==> src/hdl/ifs_pkg.sv <==
// ----------------------------------------------------------------------------
// ifs_pkg: shared types and constants for the fern point generator
// Fixed-point formats, map coefficient table, register indexes and the
// entry that travels from the front part to the back part.
// ----------------------------------------------------------------------------
package ifs_pkg;

	// Fixed point: FRAC_BITS fraction bits, point holds 8 integer bits
	localparam int FRAC_BITS  = 16;
	localparam int POINT_BITS = FRAC_BITS + 8;
	// Largest coefficient is 1.60, so one integer bit plus sign
	localparam int COEF_W     = FRAC_BITS + 2;

	// Field widths
	localparam int THR_W     = 10;
	localparam int COLOUR_W  = 4;
	localparam int PIX_W     = 11;
	localparam int CFG_IDX_W = 2;

	// Pixel range and row origin
	localparam int PIX_MAX  = 1023;
	localparam int PIX_MIN  = -1024;
	localparam int ROW_BASE = 240;

	// Threshold values after reset
	localparam logic [THR_W-1:0] FIRST_THR_RST  = THR_W'(10);
	localparam logic [THR_W-1:0] SECOND_THR_RST = THR_W'(860);
	localparam logic [THR_W-1:0] THIRD_THR_RST  = THR_W'(930);

	// Queue between front and back
	localparam int QUEUE_DEPTH = 4;
	localparam int QPTR_W      = $clog2(QUEUE_DEPTH);
	localparam int QCNT_W      = $clog2(QUEUE_DEPTH + 1);

	typedef enum logic [CFG_IDX_W-1:0] {
		CFG_FIRST_THR  = 2'd0,
		CFG_SECOND_THR = 2'd1,
		CFG_THIRD_THR  = 2'd2
	} cfg_index_t;

	typedef enum logic [1:0] {
		MAP_STEM  = 2'd0,
		MAP_MAIN  = 2'd1,
		MAP_LEFT  = 2'd2,
		MAP_RIGHT = 2'd3
	} map_sel_t;

	typedef struct packed {
		map_sel_t              map;
		logic [COLOUR_W-1:0]   colour;
	} queue_entry_t;

	// x' = a*x + b*y + e ; y' = c*x + d*y + f
	typedef struct packed {
		logic signed [COEF_W-1:0] a;
		logic signed [COEF_W-1:0] b;
		logic signed [COEF_W-1:0] c;
		logic signed [COEF_W-1:0] d;
		logic signed [COEF_W-1:0] e;
		logic signed [COEF_W-1:0] f;
	} coef_set_t;

	// Hundredths to fixed point, halves rounded away from zero
	function automatic logic signed [COEF_W-1:0] coef_fixed(input int hund);
		longint mag;
		longint r;
		mag = (hund < 0) ? -longint'(hund) : longint'(hund);
		r   = (mag * (longint'(1) << FRAC_BITS) + 64'sd50) / 64'sd100;
		if (hund < 0) begin
			r = -r;
		end
		return COEF_W'(r);
	endfunction

	localparam coef_set_t MAP_COEF [4] = '{
		'{coef_fixed(0),   coef_fixed(0),   coef_fixed(0),
		  coef_fixed(16),  coef_fixed(0),   coef_fixed(0)},
		'{coef_fixed(85),  coef_fixed(4),   coef_fixed(-4),
		  coef_fixed(85),  coef_fixed(0),   coef_fixed(160)},
		'{coef_fixed(5),   coef_fixed(-26), coef_fixed(23),
		  coef_fixed(22),  coef_fixed(0),   coef_fixed(160)},
		'{coef_fixed(-15), coef_fixed(30),  coef_fixed(26),
		  coef_fixed(24),  coef_fixed(0),   coef_fixed(44)}
	};

endpackage

==> src/hdl/ifs_if.sv <==
// ----------------------------------------------------------------------------
// ifs_if: item channels of the fern point generator
// ifs_in_if carries selection value and colour in; ifs_out_if carries the
// plotted pixel out. Both use a valid/ready handshake.
// ----------------------------------------------------------------------------
interface ifs_in_if;
	logic                           valid;
	logic                           ready;
	logic [ifs_pkg::THR_W-1:0]      select_value;
	logic [ifs_pkg::COLOUR_W-1:0]   pixel_colour;

	modport source (output valid, output select_value, output pixel_colour, input ready);
	modport sink   (input valid, input select_value, input pixel_colour, output ready);
endinterface

interface ifs_out_if;
	logic                             valid;
	logic                             ready;
	logic signed [ifs_pkg::PIX_W-1:0] column;
	logic signed [ifs_pkg::PIX_W-1:0] row;
	logic [ifs_pkg::COLOUR_W-1:0]     colour_out;

	modport source (output valid, output column, output row, output colour_out, input ready);
	modport sink   (input valid, input column, input row, input colour_out, output ready);
endinterface

==> src/hdl/ifs_fern_point_step.sv <==
// ----------------------------------------------------------------------------
// ifs_fern_point_step: fern point generator, one point per item
// Each item picks one of four affine maps from its selection value, moves
// the held point and yields the pixel where the new point is plotted.
//
// Channels: item (select_value, pixel_colour) in, pixel (column, row,
// colour_out) out, both valid/ready. Thresholds are written through the
// cfg_we / cfg_index / cfg_wdata port; the user must write them only while
// the block is idle; the block does not enforce it. An item passes the queue,
// the point update stage and the output register before its result is valid.
// Throughput: one item per cycle while pixel.ready is high; the point update
// (four multipliers and the rounding adders feeding the point registers) is
// combinational. A four-entry queue separates intake from the update path.
// Reset: point goes to the origin, thresholds to 10, 860 and 930, queue
// and pipeline empty.
// Stall: when the receiver holds ready low, the output register and stage 1
// hold, the queue fills and item.ready falls once it is full; nothing is
// lost or repeated.
// ----------------------------------------------------------------------------
module ifs_fern_point_step (
	input  logic                             clk,
	input  logic                             arst_n,
	input  logic                             cfg_we,
	input  logic [ifs_pkg::CFG_IDX_W-1:0]    cfg_index,
	input  logic [ifs_pkg::THR_W-1:0]        cfg_wdata,
	ifs_in_if.sink                           item,
	ifs_out_if.source                        pixel
);

	logic                    full;
	logic                    push;
	ifs_pkg::queue_entry_t   push_entry;
	logic                    pop;
	logic                    not_empty;
	ifs_pkg::queue_entry_t   head;

	// Intake and map selection
	ifs_front u_front (
		.clk        (clk),
		.arst_n     (arst_n),
		.cfg_we     (cfg_we),
		.cfg_index  (cfg_index),
		.cfg_wdata  (cfg_wdata),
		.item       (item),
		.full       (full),
		.push       (push),
		.push_entry (push_entry)
	);

	// Decoupling queue
	ifs_queue u_queue (
		.clk        (clk),
		.arst_n     (arst_n),
		.push       (push),
		.push_entry (push_entry),
		.full       (full),
		.pop        (pop),
		.not_empty  (not_empty),
		.head       (head)
	);

	// Point update and pixel output
	ifs_back u_back (
		.clk        (clk),
		.arst_n     (arst_n),
		.not_empty  (not_empty),
		.head       (head),
		.pop        (pop),
		.pixel      (pixel)
	);

endmodule

==> src/hdl/ifs_front.sv <==
// ----------------------------------------------------------------------------
// ifs_front: item intake and map selection
// Holds the threshold registers, compares each item's selection value and
// pushes the chosen map with the colour into the queue.
// ----------------------------------------------------------------------------
module ifs_front (
	input  logic                             clk,
	input  logic                             arst_n,
	input  logic                             cfg_we,
	input  logic [ifs_pkg::CFG_IDX_W-1:0]    cfg_index,
	input  logic [ifs_pkg::THR_W-1:0]        cfg_wdata,
	ifs_in_if.sink                           item,
	input  logic                             full,
	output logic                             push,
	output ifs_pkg::queue_entry_t            push_entry
);

	logic [ifs_pkg::THR_W-1:0] first_thr_q;
	logic [ifs_pkg::THR_W-1:0] second_thr_q;
	logic [ifs_pkg::THR_W-1:0] third_thr_q;
	ifs_pkg::map_sel_t         map_sel;

	// Threshold registers; unknown index is ignored
	always_ff @(posedge clk or negedge arst_n) begin
		if (!arst_n) begin
			first_thr_q  <= ifs_pkg::FIRST_THR_RST;
			second_thr_q <= ifs_pkg::SECOND_THR_RST;
			third_thr_q  <= ifs_pkg::THIRD_THR_RST;
		end else if (cfg_we) begin
			case (ifs_pkg::cfg_index_t'(cfg_index))
				ifs_pkg::CFG_FIRST_THR:  first_thr_q  <= cfg_wdata;
				ifs_pkg::CFG_SECOND_THR: second_thr_q <= cfg_wdata;
				ifs_pkg::CFG_THIRD_THR:  third_thr_q  <= cfg_wdata;
				default: ;
			endcase
		end
	end

	// Ordered threshold tests, first hit wins
	always_comb begin
		if (item.select_value <= first_thr_q) begin
			map_sel = ifs_pkg::MAP_STEM;
		end else if (item.select_value <= second_thr_q) begin
			map_sel = ifs_pkg::MAP_MAIN;
		end else if (item.select_value <= third_thr_q) begin
			map_sel = ifs_pkg::MAP_LEFT;
		end else begin
			map_sel = ifs_pkg::MAP_RIGHT;
		end
	end

	// Take an item whenever the queue has room
	assign item.ready        = !full;
	assign push              = item.valid && !full;
	assign push_entry.map    = map_sel;
	assign push_entry.colour = item.pixel_colour;

endmodule

==> src/hdl/ifs_queue.sv <==
// ----------------------------------------------------------------------------
// ifs_queue: short FIFO between front and back
// Register-based queue of classified items; push and pop may happen in the
// same cycle.
// ----------------------------------------------------------------------------
module ifs_queue (
	input  logic                    clk,
	input  logic                    arst_n,
	input  logic                    push,
	input  ifs_pkg::queue_entry_t   push_entry,
	output logic                    full,
	input  logic                    pop,
	output logic                    not_empty,
	output ifs_pkg::queue_entry_t   head
);

	ifs_pkg::queue_entry_t             mem_q [ifs_pkg::QUEUE_DEPTH];
	logic [ifs_pkg::QPTR_W-1:0]        wr_ptr_q;
	logic [ifs_pkg::QPTR_W-1:0]        rd_ptr_q;
	logic [ifs_pkg::QCNT_W-1:0]        count_q;

	localparam logic [ifs_pkg::QPTR_W-1:0] PTR_LAST = ifs_pkg::QPTR_W'(ifs_pkg::QUEUE_DEPTH - 1);
	localparam logic [ifs_pkg::QCNT_W-1:0] CNT_FULL = ifs_pkg::QCNT_W'(ifs_pkg::QUEUE_DEPTH);

	assign full      = (count_q == CNT_FULL);
	assign not_empty = (count_q != '0);
	assign head      = mem_q[rd_ptr_q];

	// Storage
	always_ff @(posedge clk) begin
		if (push) begin
			mem_q[wr_ptr_q] <= push_entry;
		end
	end

	// Pointers and fill count
	always_ff @(posedge clk or negedge arst_n) begin
		if (!arst_n) begin
			wr_ptr_q <= '0;
			rd_ptr_q <= '0;
			count_q  <= '0;
		end else begin
			if (push) begin
				wr_ptr_q <= (wr_ptr_q == PTR_LAST) ? '0 : wr_ptr_q + 1'b1;
			end
			if (pop) begin
				rd_ptr_q <= (rd_ptr_q == PTR_LAST) ? '0 : rd_ptr_q + 1'b1;
			end
			if (push && !pop) begin
				count_q <= count_q + 1'b1;
			end else if (pop && !push) begin
				count_q <= count_q - 1'b1;
			end
		end
	end

	// Checks
	a_count_bound: assert property (@(posedge clk) disable iff (!arst_n)
		count_q <= CNT_FULL)
		else $error("queue count beyond depth");

	a_no_push_full: assert property (@(posedge clk) disable iff (!arst_n)
		full |-> !push)
		else $error("push into full queue");

	a_no_pop_empty: assert property (@(posedge clk) disable iff (!arst_n)
		pop |-> not_empty)
		else $error("pop from empty queue");

	a_count_up: assert property (@(posedge clk) disable iff (!arst_n)
		(push && !pop) |=> (count_q == $past(count_q) + 1'b1))
		else $error("count did not follow push");

endmodule

==> src/hdl/ifs_back.sv <==
// ----------------------------------------------------------------------------
// ifs_back: point update and pixel mapping
// Pops one classified item per cycle unless stalled, applies the chosen affine
// map to the held point, then converts the new point to a saturated pixel position.
// ----------------------------------------------------------------------------
module ifs_back (
	input  logic                    clk,
	input  logic                    arst_n,
	input  logic                    not_empty,
	input  ifs_pkg::queue_entry_t   head,
	output logic                    pop,
	ifs_out_if.source               pixel
);

	localparam int PT_W   = ifs_pkg::POINT_BITS;
	localparam int PROD_W = ifs_pkg::POINT_BITS + ifs_pkg::COEF_W;
	localparam int ACC_W  = PROD_W + 2;
	localparam int PX_W   = ifs_pkg::POINT_BITS + 8;

	localparam logic signed [ACC_W-1:0] HALF   = ACC_W'(1) <<< (ifs_pkg::FRAC_BITS - 1);
	localparam logic signed [ACC_W-1:0] PT_MAX = (ACC_W'(1) <<< (PT_W - 1)) - ACC_W'(1);
	localparam logic signed [ACC_W-1:0] PT_MIN = -(ACC_W'(1) <<< (PT_W - 1));

	localparam logic signed [PX_W-1:0] TRUNC_BIAS = (PX_W'(1) <<< ifs_pkg::FRAC_BITS) - PX_W'(1);
	localparam logic signed [PX_W-1:0] PX_MAX     = PX_W'(ifs_pkg::PIX_MAX);
	localparam logic signed [PX_W-1:0] PX_MIN     = PX_W'(ifs_pkg::PIX_MIN);
	localparam logic signed [PX_W-1:0] ROW_ORIGIN = PX_W'(ifs_pkg::ROW_BASE);

	// k0*x + k1*y rounded to FRAC_BITS, plus offset, saturated to point range
	function automatic logic signed [PT_W-1:0] affine_row(
		input logic signed [PT_W-1:0]            x,
		input logic signed [PT_W-1:0]            y,
		input logic signed [ifs_pkg::COEF_W-1:0] k0,
		input logic signed [ifs_pkg::COEF_W-1:0] k1,
		input logic signed [ifs_pkg::COEF_W-1:0] ke
	);
		logic signed [PROD_W-1:0] p0;
		logic signed [PROD_W-1:0] p1;
		logic signed [ACC_W-1:0]  s;
		logic signed [ACC_W-1:0]  t;
		p0 = x * k0;
		p1 = y * k1;
		s  = ACC_W'(p0) + ACC_W'(p1) + HALF;
		t  = (s >>> ifs_pkg::FRAC_BITS) + ACC_W'(ke);
		if (t > PT_MAX) begin
			t = PT_MAX;
		end else if (t < PT_MIN) begin
			t = PT_MIN;
		end
		return t[PT_W-1:0];
	endfunction

	// Divide by 2^FRAC_BITS rounding toward zero, then clamp to pixel range
	function automatic logic signed [PX_W-1:0] trunc_frac(input logic signed [PX_W-1:0] v);
		logic signed [PX_W-1:0] r;
		r = (v < 0) ? ((v + TRUNC_BIAS) >>> ifs_pkg::FRAC_BITS) : (v >>> ifs_pkg::FRAC_BITS);
		return r;
	endfunction

	function automatic logic signed [ifs_pkg::PIX_W-1:0] clamp_pix(input logic signed [PX_W-1:0] v);
		logic signed [PX_W-1:0] r;
		r = v;
		if (v > PX_MAX) begin
			r = PX_MAX;
		end else if (v < PX_MIN) begin
			r = PX_MIN;
		end
		return r[ifs_pkg::PIX_W-1:0];
	endfunction

	logic signed [PT_W-1:0]          point_x_q;
	logic signed [PT_W-1:0]          point_y_q;
	ifs_pkg::coef_set_t              coef;
	logic signed [PT_W-1:0]          next_x;
	logic signed [PT_W-1:0]          next_y;

	logic                            valid_s1;
	logic signed [PT_W-1:0]          x_s1;
	logic signed [PT_W-1:0]          y_s1;
	logic [ifs_pkg::COLOUR_W-1:0]    colour_s1;

	logic                            out_valid_q;
	logic signed [ifs_pkg::PIX_W-1:0] column_q;
	logic signed [ifs_pkg::PIX_W-1:0] row_q;
	logic [ifs_pkg::COLOUR_W-1:0]    colour_q;

	logic                            out_load;
	logic                            s1_load;
	logic signed [PX_W-1:0]          y_scaled;
	logic signed [PX_W-1:0]          x_scaled;

	// Stage flow: output register, then stage 1, then queue pop
	assign out_load = !out_valid_q || pixel.ready;
	assign s1_load  = !valid_s1 || out_load;
	assign pop      = not_empty && s1_load;

	// Affine map on the held point, four multipliers in parallel
	assign coef   = ifs_pkg::MAP_COEF[head.map];
	assign next_x = affine_row(point_x_q, point_y_q, coef.a, coef.b, coef.e);
	assign next_y = affine_row(point_x_q, point_y_q, coef.c, coef.d, coef.f);

	always_ff @(posedge clk or negedge arst_n) begin
		if (!arst_n) begin
			point_x_q <= '0;
			point_y_q <= '0;
		end else if (pop) begin
			point_x_q <= next_x;
			point_y_q <= next_y;
		end
	end

	// Stage 1: new point and colour
	always_ff @(posedge clk or negedge arst_n) begin
		if (!arst_n) begin
			valid_s1 <= 1'b0;
		end else if (s1_load) begin
			valid_s1 <= pop;
		end
	end

	always_ff @(posedge clk) begin
		if (pop) begin
			x_s1      <= next_x;
			y_s1      <= next_y;
			colour_s1 <= head.colour;
		end
	end

	// Pixel scaling: y*64 and x*48 by shifts
	assign y_scaled = PX_W'(y_s1) <<< 6;
	assign x_scaled = (PX_W'(x_s1) <<< 5) + (PX_W'(x_s1) <<< 4);

	// Output register
	always_ff @(posedge clk or negedge arst_n) begin
		if (!arst_n) begin
			out_valid_q <= 1'b0;
		end else if (out_load) begin
			out_valid_q <= valid_s1;
		end
	end

	always_ff @(posedge clk) begin
		if (out_load && valid_s1) begin
			column_q <= clamp_pix(trunc_frac(y_scaled));
			row_q    <= clamp_pix(ROW_ORIGIN - trunc_frac(x_scaled));
			colour_q <= colour_s1;
		end
	end

	assign pixel.valid      = out_valid_q;
	assign pixel.column     = column_q;
	assign pixel.row        = row_q;
	assign pixel.colour_out = colour_q;

endmodule
==> src/flat_wrapper.sv <==
// flat-port wrapper written by rule: the top's interface ports become plain ports
module ifs_fern_point_step_flat 
  (clk, arst_n, cfg_we, cfg_index, cfg_wdata, item_valid, item_select_value, item_pixel_colour, item_ready, pixel_valid, pixel_column, pixel_row, pixel_colour_out, pixel_ready);
  ifs_in_if item_i ();
  ifs_out_if pixel_i ();
  input  logic clk;
  input  logic arst_n;
  input  logic cfg_we;
  input  logic [ifs_pkg::CFG_IDX_W-1:0] cfg_index;
  input  logic [ifs_pkg::THR_W-1:0] cfg_wdata;
  input wire logic [$bits(item_i.valid)-1:0] item_valid;
  input wire logic [$bits(item_i.select_value)-1:0] item_select_value;
  input wire logic [$bits(item_i.pixel_colour)-1:0] item_pixel_colour;
  output wire logic [$bits(item_i.ready)-1:0] item_ready;
  output wire logic [$bits(pixel_i.valid)-1:0] pixel_valid;
  output wire logic [$bits(pixel_i.column)-1:0] pixel_column;
  output wire logic [$bits(pixel_i.row)-1:0] pixel_row;
  output wire logic [$bits(pixel_i.colour_out)-1:0] pixel_colour_out;
  input wire logic [$bits(pixel_i.ready)-1:0] pixel_ready;
  assign item_i.valid = item_valid;
  assign item_i.select_value = item_select_value;
  assign item_i.pixel_colour = item_pixel_colour;
  assign item_ready = item_i.ready;
  assign pixel_valid = pixel_i.valid;
  assign pixel_column = pixel_i.column;
  assign pixel_row = pixel_i.row;
  assign pixel_colour_out = pixel_i.colour_out;
  assign pixel_i.ready = pixel_ready;
  ifs_fern_point_step u_core (.clk(clk), .arst_n(arst_n), .cfg_we(cfg_we), .cfg_index(cfg_index), .cfg_wdata(cfg_wdata), .item(item_i), .pixel(pixel_i));
endmodule
==> config.mk <==
export PLATFORM = sky130hd
export DESIGN_NAME = ifs_fern_point_step_flat
export DESIGN_NICKNAME = d
export VERILOG_FILES = /design/src/hdl/ifs_pkg.sv /design/src/hdl/ifs_if.sv /design/src/hdl/ifs_fern_point_step.sv /design/src/hdl/ifs_front.sv /design/src/hdl/ifs_queue.sv /design/src/hdl/ifs_back.sv /design/src/flat_wrapper.sv
export SDC_FILE = /design/constraint.sdc
export NUM_CORES = 2
export LEC_CHECK = 0
export CAP_MARGIN = 20
export CORE_MARGIN = 2
export CORE_UTILIZATION = 50
export CTS_BUF_LIST = sky130_fd_sc_hd__clkbuf_4
export CTS_CLUSTER_DIAMETER = 40
export CTS_CLUSTER_SIZE = 10
export DETAILED_ROUTE_END_ITERATION = 10
export DONT_BUFFER_PORTS = 1
export GPL_ROUTABILITY_DRIVEN = 0
export GPL_TIMING_DRIVEN = 0
export PLACE_DENSITY = 0.68
export SLEW_MARGIN = 0
export SYNTH_ARGS = -nofsm -noshare
export SYNTH_HDL_FRONTEND = slang
export SYNTH_HIERARCHICAL = 1
export SYNTH_SLANG_ARGS = --single-unit
==> constraint.sdc <==
create_clock -name clk -period 11.6 [get_ports clk]
set_input_delay 0 -clock clk [delete_from_list [all_inputs] [get_ports clk]]
set_output_delay 0 -clock clk [all_outputs]
set_load 0.005 [all_outputs]
# Yosys cells after proc, flatten, opt, wreduce, memory -nomap -nowiden
# Memory sizes are Yosys's and may differ from the RTL's.
# Cells that the tools add are included.
[word_totals]
regBits = 165
ram_bits = 24
inputBits = 31
out_inout_bits = 28
elab_cells = 93
mem_count = 1
[memory_table]
columns = ["memory", "depth", "width", "read_ports", "rd_clocked_by_memory_dff", "wr", "line", "rtl"]
rows = [
  ["u_core.u_queue.mem_q", 4, 6, 1, 0, 1, "ifs_queue.sv:17", "ifs_pkg::queue_entry_t mem_q [ifs_pkg::QUEUE_DEPTH];"],
]
[classes]
add_sub_neg = 14
mul = 4
n_lt_le_gt_ge = 14
eq_ne = 5
n_mux = 20
n_bitwise = 1
n_reduce_logical = 18
[ops]
columns = ["operator", "n"]
rows = [
  ["108-bit binary-select mux with 2-bit select", 1],
  ["108-bit 2-to-1 mux", 2],
  ["24-bit by 18-bit multiplier with 42-bit output", 4],
  ["24-bit 2-to-1 mux", 4],
  ["43-bit by 17-bit adder with 44-bit output, second input constant", 2],
  ["42-bit by 42-bit adder with 43-bit output", 2],
  ["32-bit by 11-bit > comparator with 1-bit output, second input constant", 2],
  ["32-bit by 11-bit less-than comparator with 1-bit output, second input constant", 2],
  ["32-bit 2-to-1 mux", 2],
  ["30-bit by 17-bit adder with 31-bit output, second input constant", 2],
  ["30-bit by 1-bit less-than comparator with 1-bit output, second input constant", 2],
  ["28-bit by 18-bit adder with 29-bit output", 2],
  ["29-bit by 24-bit > comparator with 1-bit output, second input constant", 2],
  ["29-bit by 24-bit less-than comparator with 1-bit output, second input constant", 2],
  ["9-bit by 32-bit subtractor with 32-bit output, first input constant", 1],
  ["29-bit by 28-bit adder with 30-bit output", 1],
  ["10-bit less-or-equal comparator", 3],
  ["11-bit 2-to-1 mux", 2],
  ["2-bit 2-to-1 mux", 4],
  ["2-bit equality test, second input constant", 3],
  ["3-bit 2-to-1 mux", 2],
  ["2-bit AND reduction", 3],
  ["1-bit logical AND", 5],
  ["1-bit zero test", 5],
  ["other kinds (12)", 16],
]

# Logic depth before layout (Yosys ltp)
# An unclocked memory read counts as a cell.
[logic_depth]
depth_word = 12
ltp_mapped = 49
mapped_depth_nobuf = 43

# Modules after synthesis
# The synthesis kept the hierarchy.
[by_module_without_submodules]
columns = ["module", "instances", "cells_per_inst", "area_each_um2"]
rows = [
  ["ifs_back", 1, 5941, 60236.5],
  ["ifs_front", 1, 186, 1929.4],
  ["ifs_queue", 1, 69, 1283.7],
]

# Worst setup path before layout
# OpenSTA, ideal clock, no wires.
[synth_timing]
path_kind = "register to register"
startpoint = "register u_core/u_queue/rd_ptr_q[0] (netlist name)"
endpoint = "register u_core.u_back.point_y_q[15]"
setup_ns = 0.125
arrival_time_ns = 11.209
setup_slack_ns = 0.267
stages_incl_launch_ff = 45
path_buffers = 8
path_cell_list = "dfrtp_1 > buf_6 > mux4_2 > clkbuf_1 > inv_1 > clkbuf_1 > ha_1 > clkbuf_1 > clkbuf_1 > clkbuf_1 > nand2_1 > inv_1 > fa_1 > inv_1 > fa_1 > fa_1 > fa_1 > fa_1 > [... 9 more ...] > o211ai_1 > o211ai_1 > a211oi_1 > o21ai_1 > xor2_1 > ha_1 > a21o_1 > a21o_1 > a21o_1 > a21o_1 > a31oi_1 > a211oi_4 > a211o_1 > o211a_1 > o41ai_4 > buf_6 > o21ai_2 > mux2_2"
[synth_lines]
columns = ["item", "line", "rtl"]
rows = [
  ["start: declaration", "ifs_queue.sv:19", "logic [ifs_pkg::QPTR_W-1:0] rd_ptr_q;"],
  ["start signal: assignment", "ifs_queue.sv:47", "rd_ptr_q <= (rd_ptr_q == PTR_LAST) ? '0 : rd_ptr_q + 1'b1;"],
  ["end signal: assignment", "ifs_back.sv:108", "point_y_q <= next_y;"],
  ["end: declaration", "ifs_back.sv:72", "logic signed [PT_W-1:0] point_y_q;"],
]

==> report_table.html <==
<table>
<tr><th>Metric</th><th>Value</th></tr>
<tr><th colspan="2">Run status</th></tr>
<tr><td>Status</td><td>finished, final reports clean</td></tr>
<tr><th colspan="2">Synthesis</th></tr>
<tr><td>Share of synthesized area spent on multiplexers</td><td>about 1.4%</td></tr>
<tr><td>Net count of the mapped netlist</td><td>approximately 8400</td></tr>
<tr><td>Number of distinct library cells after synthesis</td><td>95</td></tr>
<tr><td>Xor and xnor area share after synthesis</td><td>2.13%</td></tr>
<tr><td>Sequential area share after synthesis</td><td>8.28%</td></tr>
<tr><td>Combinational family with the most area after synthesis</td><td>adder cells</td></tr>
<tr><td>Flip-flop cell with the highest count after synthesis</td><td>sky130_fd_sc_hd__edfxtp_1</td></tr>
<tr><td>Post-synthesis compound-gate area fraction</td><td>5.21%</td></tr>
<tr><td>Synth Area in Adders</td><td>62.9%</td></tr>
<tr><td>Gate count after technology mapping</td><td>a little over 6000</td></tr>
<tr><td>Synthesized area</td><td>63400 sq um</td></tr>
<tr><td>Number of synthesized register bits</td><td>~190</td></tr>
<tr><td>Synthesized area divided by synthesized cell count</td><td>10.2 sq um</td></tr>
<tr><td>EDFF count, synth</td><td>102</td></tr>
<tr><td>Warning count from the yosys run</td><td>6</td></tr>
<tr><td>Fraction of synthesis flops using an asynchronous set or reset pin</td><td>a little under half</td></tr>
<tr><td>Post-synthesis simple-gate area fraction</td><td>7.53%</td></tr>
<tr><th colspan="2">Global routing</th></tr>
<tr><td>Global-route congestion overflow total</td><td>0</td></tr>
<tr><td>Overall Global Routing Usage</td><td>31.1%</td></tr>
<tr><td>First-pass GRT wire length</td><td>295000 microns</td></tr>
<tr><td>Number of antenna violations at the first check in global routing</td><td>5</td></tr>
<tr><td>Maximum number of pins on one net before global-route repair</td><td>75</td></tr>
<tr><td>Via count of the first global-routing pass</td><td>47800</td></tr>
<tr><th colspan="2">Layout</th></tr>
<tr><td>Proportion of layout cells with a drive suffix above 1</td><td>8.43%</td></tr>
<tr><td>Total number of nets in the final design</td><td>~8600</td></tr>
<tr><td>Count of filler cells inserted in the layout</td><td>10900</td></tr>
<tr><td>Finished layout cell area</td><td>69000 sq um</td></tr>
<tr><td>Layout Area Growth over Synthesis</td><td>8.80%</td></tr>
<tr><th colspan="2">Worst setup path</th></tr>
<tr><td>Type of the worst setup path</td><td>reg2reg</td></tr>
<tr><td>Worst stage delay on the critical path</td><td>0.55 ns</td></tr>
<tr><td>Maximum fanout count along the critical path</td><td>10</td></tr>
<tr><td>Element type at the critical path end</td><td>flip-flop</td></tr>
<tr><td>Most used cell, CP</td><td>sky130_fd_sc_hd__fa_1</td></tr>
<tr><td>Library cell contributing the largest single delay on the critical path</td><td>sky130_fd_sc_hd__fa_1</td></tr>
<tr><td>Worst Path Required</td><td>between 10 and 15 ns</td></tr>
<tr><td>Arrival time of data at the critical path endpoint</td><td>~12 ns</td></tr>
<tr><td>Kind of start point of the critical path</td><td>flip-flop</td></tr>
<tr><th colspan="2">Floorplan</th></tr>
<tr><td>Core Region</td><td>126000 sq um</td></tr>
<tr><td>Initial core utilization</td><td>50.5%</td></tr>
<tr><td>X dimension of the die</td><td>360 microns</td></tr>
<tr><td>FP Rows</td><td>130</td></tr>
<tr><td>I/O pin count</td><td>59</td></tr>
<tr><td>Die footprint</td><td>130000 sq um</td></tr>
<tr><td>Overall die height</td><td>around 360 microns</td></tr>
<tr><th colspan="2">Run</th></tr>
<tr><td>Number of violations of the max-capacitance limit</td><td>0</td></tr>
<tr><th colspan="2">Worst hold path</th></tr>
<tr><td>Path category of the worst min-delay check</td><td>in2reg</td></tr>
<tr><th colspan="2">Drt</th></tr>
<tr><td>Met3 wirelength from detailed routing</td><td>24900 microns</td></tr>
<tr><td>Violation count after the first detailed-routing iteration</td><td>4681</td></tr>
<tr><td>Drt drc</td><td>0</td></tr>
<tr><td>Total via count after detailed routing</td><td>44800</td></tr>
<tr><td>Length of the first detailed-routing pass in iterations</td><td>6</td></tr>
<tr><td>Uppermost metal layer occupied by signal nets</td><td>met5</td></tr>
<tr><td>Number of antenna-violating nets in the routed design</td><td>0</td></tr>
<tr><td>Met2 wire len</td><td>84500 microns</td></tr>
<tr><td>Final Routed Wirelength</td><td>196000 microns</td></tr>
<tr><td>Wire length per cell after detailed routing</td><td>24.4 microns</td></tr>
<tr><td>Routed met1 length</td><td>70500 microns</td></tr>
<tr><td>Via density per instance</td><td>5.57</td></tr>
<tr><th colspan="2">STA</th></tr>
<tr><td>FMAX</td><td>between 0.08 and 0.09 GHz</td></tr>
<tr><td>Hold Fails Final Rpt</td><td>0</td></tr>
<tr><td>Post-route worst hold slack</td><td>between 0.09 and 0.1 ns</td></tr>
<tr><td>Final Max Tran Viols</td><td>0</td></tr>
<tr><td>Worst Tran Pin Value</td><td>1.28 ns</td></tr>
<tr><td>Rel. slew slack</td><td>14.7%</td></tr>
<tr><td>Final worst path period share</td><td>~100%</td></tr>
<tr><td>Final critical delay including setup and external delays</td><td>11.57 ns</td></tr>
<tr><td>Worst clock skew</td><td>0.0607 ns</td></tr>
<tr><td>Number of setup violations in the final report</td><td>0</td></tr>
<tr><th colspan="2">CTS</th></tr>
<tr><td>Root buf cell</td><td>sky130_fd_sc_hd__clkbuf_4</td></tr>
<tr><td>Worst-case clock buffer depth</td><td>2</td></tr>
<tr><td>Total CTS buffers</td><td>17</td></tr>
<tr><td>Clock sink total</td><td>roughly 190</td></tr>
<tr><td>Clock slew at the register clock pins of the worst setup and hold paths</td><td>0.20 ns</td></tr>
<tr><td>Worst-Skew Late Latency</td><td>~0.86 ns</td></tr>
<tr><td>Number of levels in the clock H-tree</td><td>4</td></tr>
<tr><td>TritonCTS clock tree</td><td>yes</td></tr>
<tr><th colspan="2">Place</th></tr>
<tr><td>PortBufs</td><td>0</td></tr>
<tr><td>Cell area after placement</td><td>65800 sq um</td></tr>
<tr><td>Detailed placer's ending HPWL</td><td>166000 microns</td></tr>
</table>
-- routing by layer --
metal | global-route usage [%] | vias up
met5 | 0.814 | -
met4 | 19.8 | 16
met3 | 11.1 | 717
met2 | 45.9 | 2690
met1 | 38.9 | 22700
li1 | - | 18700
-- worst max-delay path: cells and delay by family (launching register included) --
kind,cells,cell delay (ns)
AOI/OAI and AO/OA,5,1.40
adders and majority gates,10,4.33
muxes,2,0.71
xor gates and xnor gates,1,0.26
DFF,1,0.44
buffers and inverters,15,2.48
and+or+nand+nor,6,1.80
-- cell families after synthesis --
| group | after synthesis |
|---|---|
| buffers and inverters | 2108 |
| AO/OA/AOI/OAI | 490 |
| multiplexers | 76 |
| adder cells (fa/ha/maj) | 2205 |
| AND/OR/NAND/NOR | 974 |
| flip-flops | 189 |
| XOR/XNOR | 154 |
-- sequential cells by signal, indices dropped and copies added (netlist names), 10 cells and up --
name and cells:
u_core/u_back/point_x_q 24, u_core/u_back/point_y_q 24, u_core/u_back/x_s1 24, u_core/u_back/y_s1 24, u_core/u_queue/mem_q 24, u_core/u_back/pixel.column 11
u_core/u_back/pixel.row 11, u_core/u_front/first_thr_q 10, u_core/u_front/second_thr_q 10, u_core/u_front/third_thr_q 10
-- path summary, 6_finish.rpt --
path / startpoint / to / slack [ns] / cells after the start
setup / recovery: u_core/u_queue/rd_ptr_q[0] / u_core/u_back/point_y_q[9] / 0.03 / 39
hold / removal: pixel_ready / u_core/u_back/pixel.valid / 0.09 / 3
setup reg to reg: u_core/u_queue/rd_ptr_q[0] / u_core/u_back/point_y_q[9] / 0.03 / 39
hold reg to reg: u_core/u_back/colour_s1[2] / u_core/u_back/pixel.colour_out[2] / 0.49 / 0
max in group asynchronous: arst_n / u_core/u_back/point_y_q[0] / 10.72 / 4
min in group asynchronous: arst_n / u_core/u_front/second_thr_q[8] / 0.34 / 3
-- Yosys cell counts, types with 28 or more instances --
cell type / instances / area, sq um
sky130_fd_sc_hd__o21ai_0: 103 / 515
sky130_fd_sc_hd__edfxtp_1: 102 / 3060
sky130_fd_sc_hd__dfrtp_1: 74 / 1850
sky130_fd_sc_hd__nand3_1: 34 / 170
sky130_fd_sc_hd__nand2b_1: 80 / 500
sky130_fd_sc_hd__mux2_2: 66 / 743
sky130_fd_sc_hd__nor2b_1: 55 / 344
sky130_fd_sc_hd__nor2_1: 217 / 815
sky130_fd_sc_hd__nand2_1: 324 / 1220
sky130_fd_sc_hd__clkbuf_1: 112 / 420
sky130_fd_sc_hd__a31oi_1: 28 / 175
sky130_fd_sc_hd__xnor2_1: 102 / 893
sky130_fd_sc_hd__a21oi_1: 119 / 596
sky130_fd_sc_hd__inv_1: 1961 / 7360
sky130_fd_sc_hd__and2_1: 124 / 776
sky130_fd_sc_hd__xor2_1: 52 / 455
sky130_fd_sc_hd__fa_1: 1637 / 32800
sky130_fd_sc_hd__ha_1: 568 / 7110
sky130_fd_sc_hd__a21o_1: 63 / 473
-- placed cells by master, fill, tap and decap left out, drive strengths merged, types with 34 or more instances in the layout --
cell,n
ha,568
and2,124
nor2,217
nand3,34
nand2b,81
xor2,52
o21ai,120
xnor2,102
dlygate4sd3,65
nor2b,55
dfrtp,74
mux2,66
edfxtp,102
nand2,324
clkbuf,111
fa,1637
inv,1954
buf,141
a21oi,119
a21o,63
-- cell type report --
class                           instances  area, sq um  area share, %
Multi-Input combinational cell       3899        51200           74.2
Inverter                             1964         7460           10.8
Sequential cell                       189         5260           7.61
Tap cell                             1650         2060           2.99
Timing Repair Buffer                  169         1720           2.49
Buffer                                131          975           1.41
Clock inverter                         15          229          0.332
Clock buffer                           17          128          0.185
Antenna cell                            7         17.5         0.0254
-- per-stage QoR --
step | utilization (%) | setup slack (ns) | setup TNS, ns | instances
after floorplan | - | 0.267 | 0 | 6196
after global placement | 52.1 | -3.68 | -319.48 | 7846
after detailed placement | 52.3 | -3.79 | -329.86 | 7860
after CTS | 54.1 | 0.00141 | 0 | 7989
after global routing | 54.9 | -0.0683 | -0.657 | 8036
final | 54.9 | 0.0343 | 0 | 8041
-- repair_timing --
item	CTS	global route
pin swaps	18	45
setup endpoints to repair	96	93
hold buffers	67	0
setup buffers	35	49
endpoints found under the hold margin	198	0
gates resized for setup	268	184
gates cloned	0	3
Power is left out: the tool's default activity adds up to more than one toggle a clock period on the data nets, which glitch-free logic cannot reach.
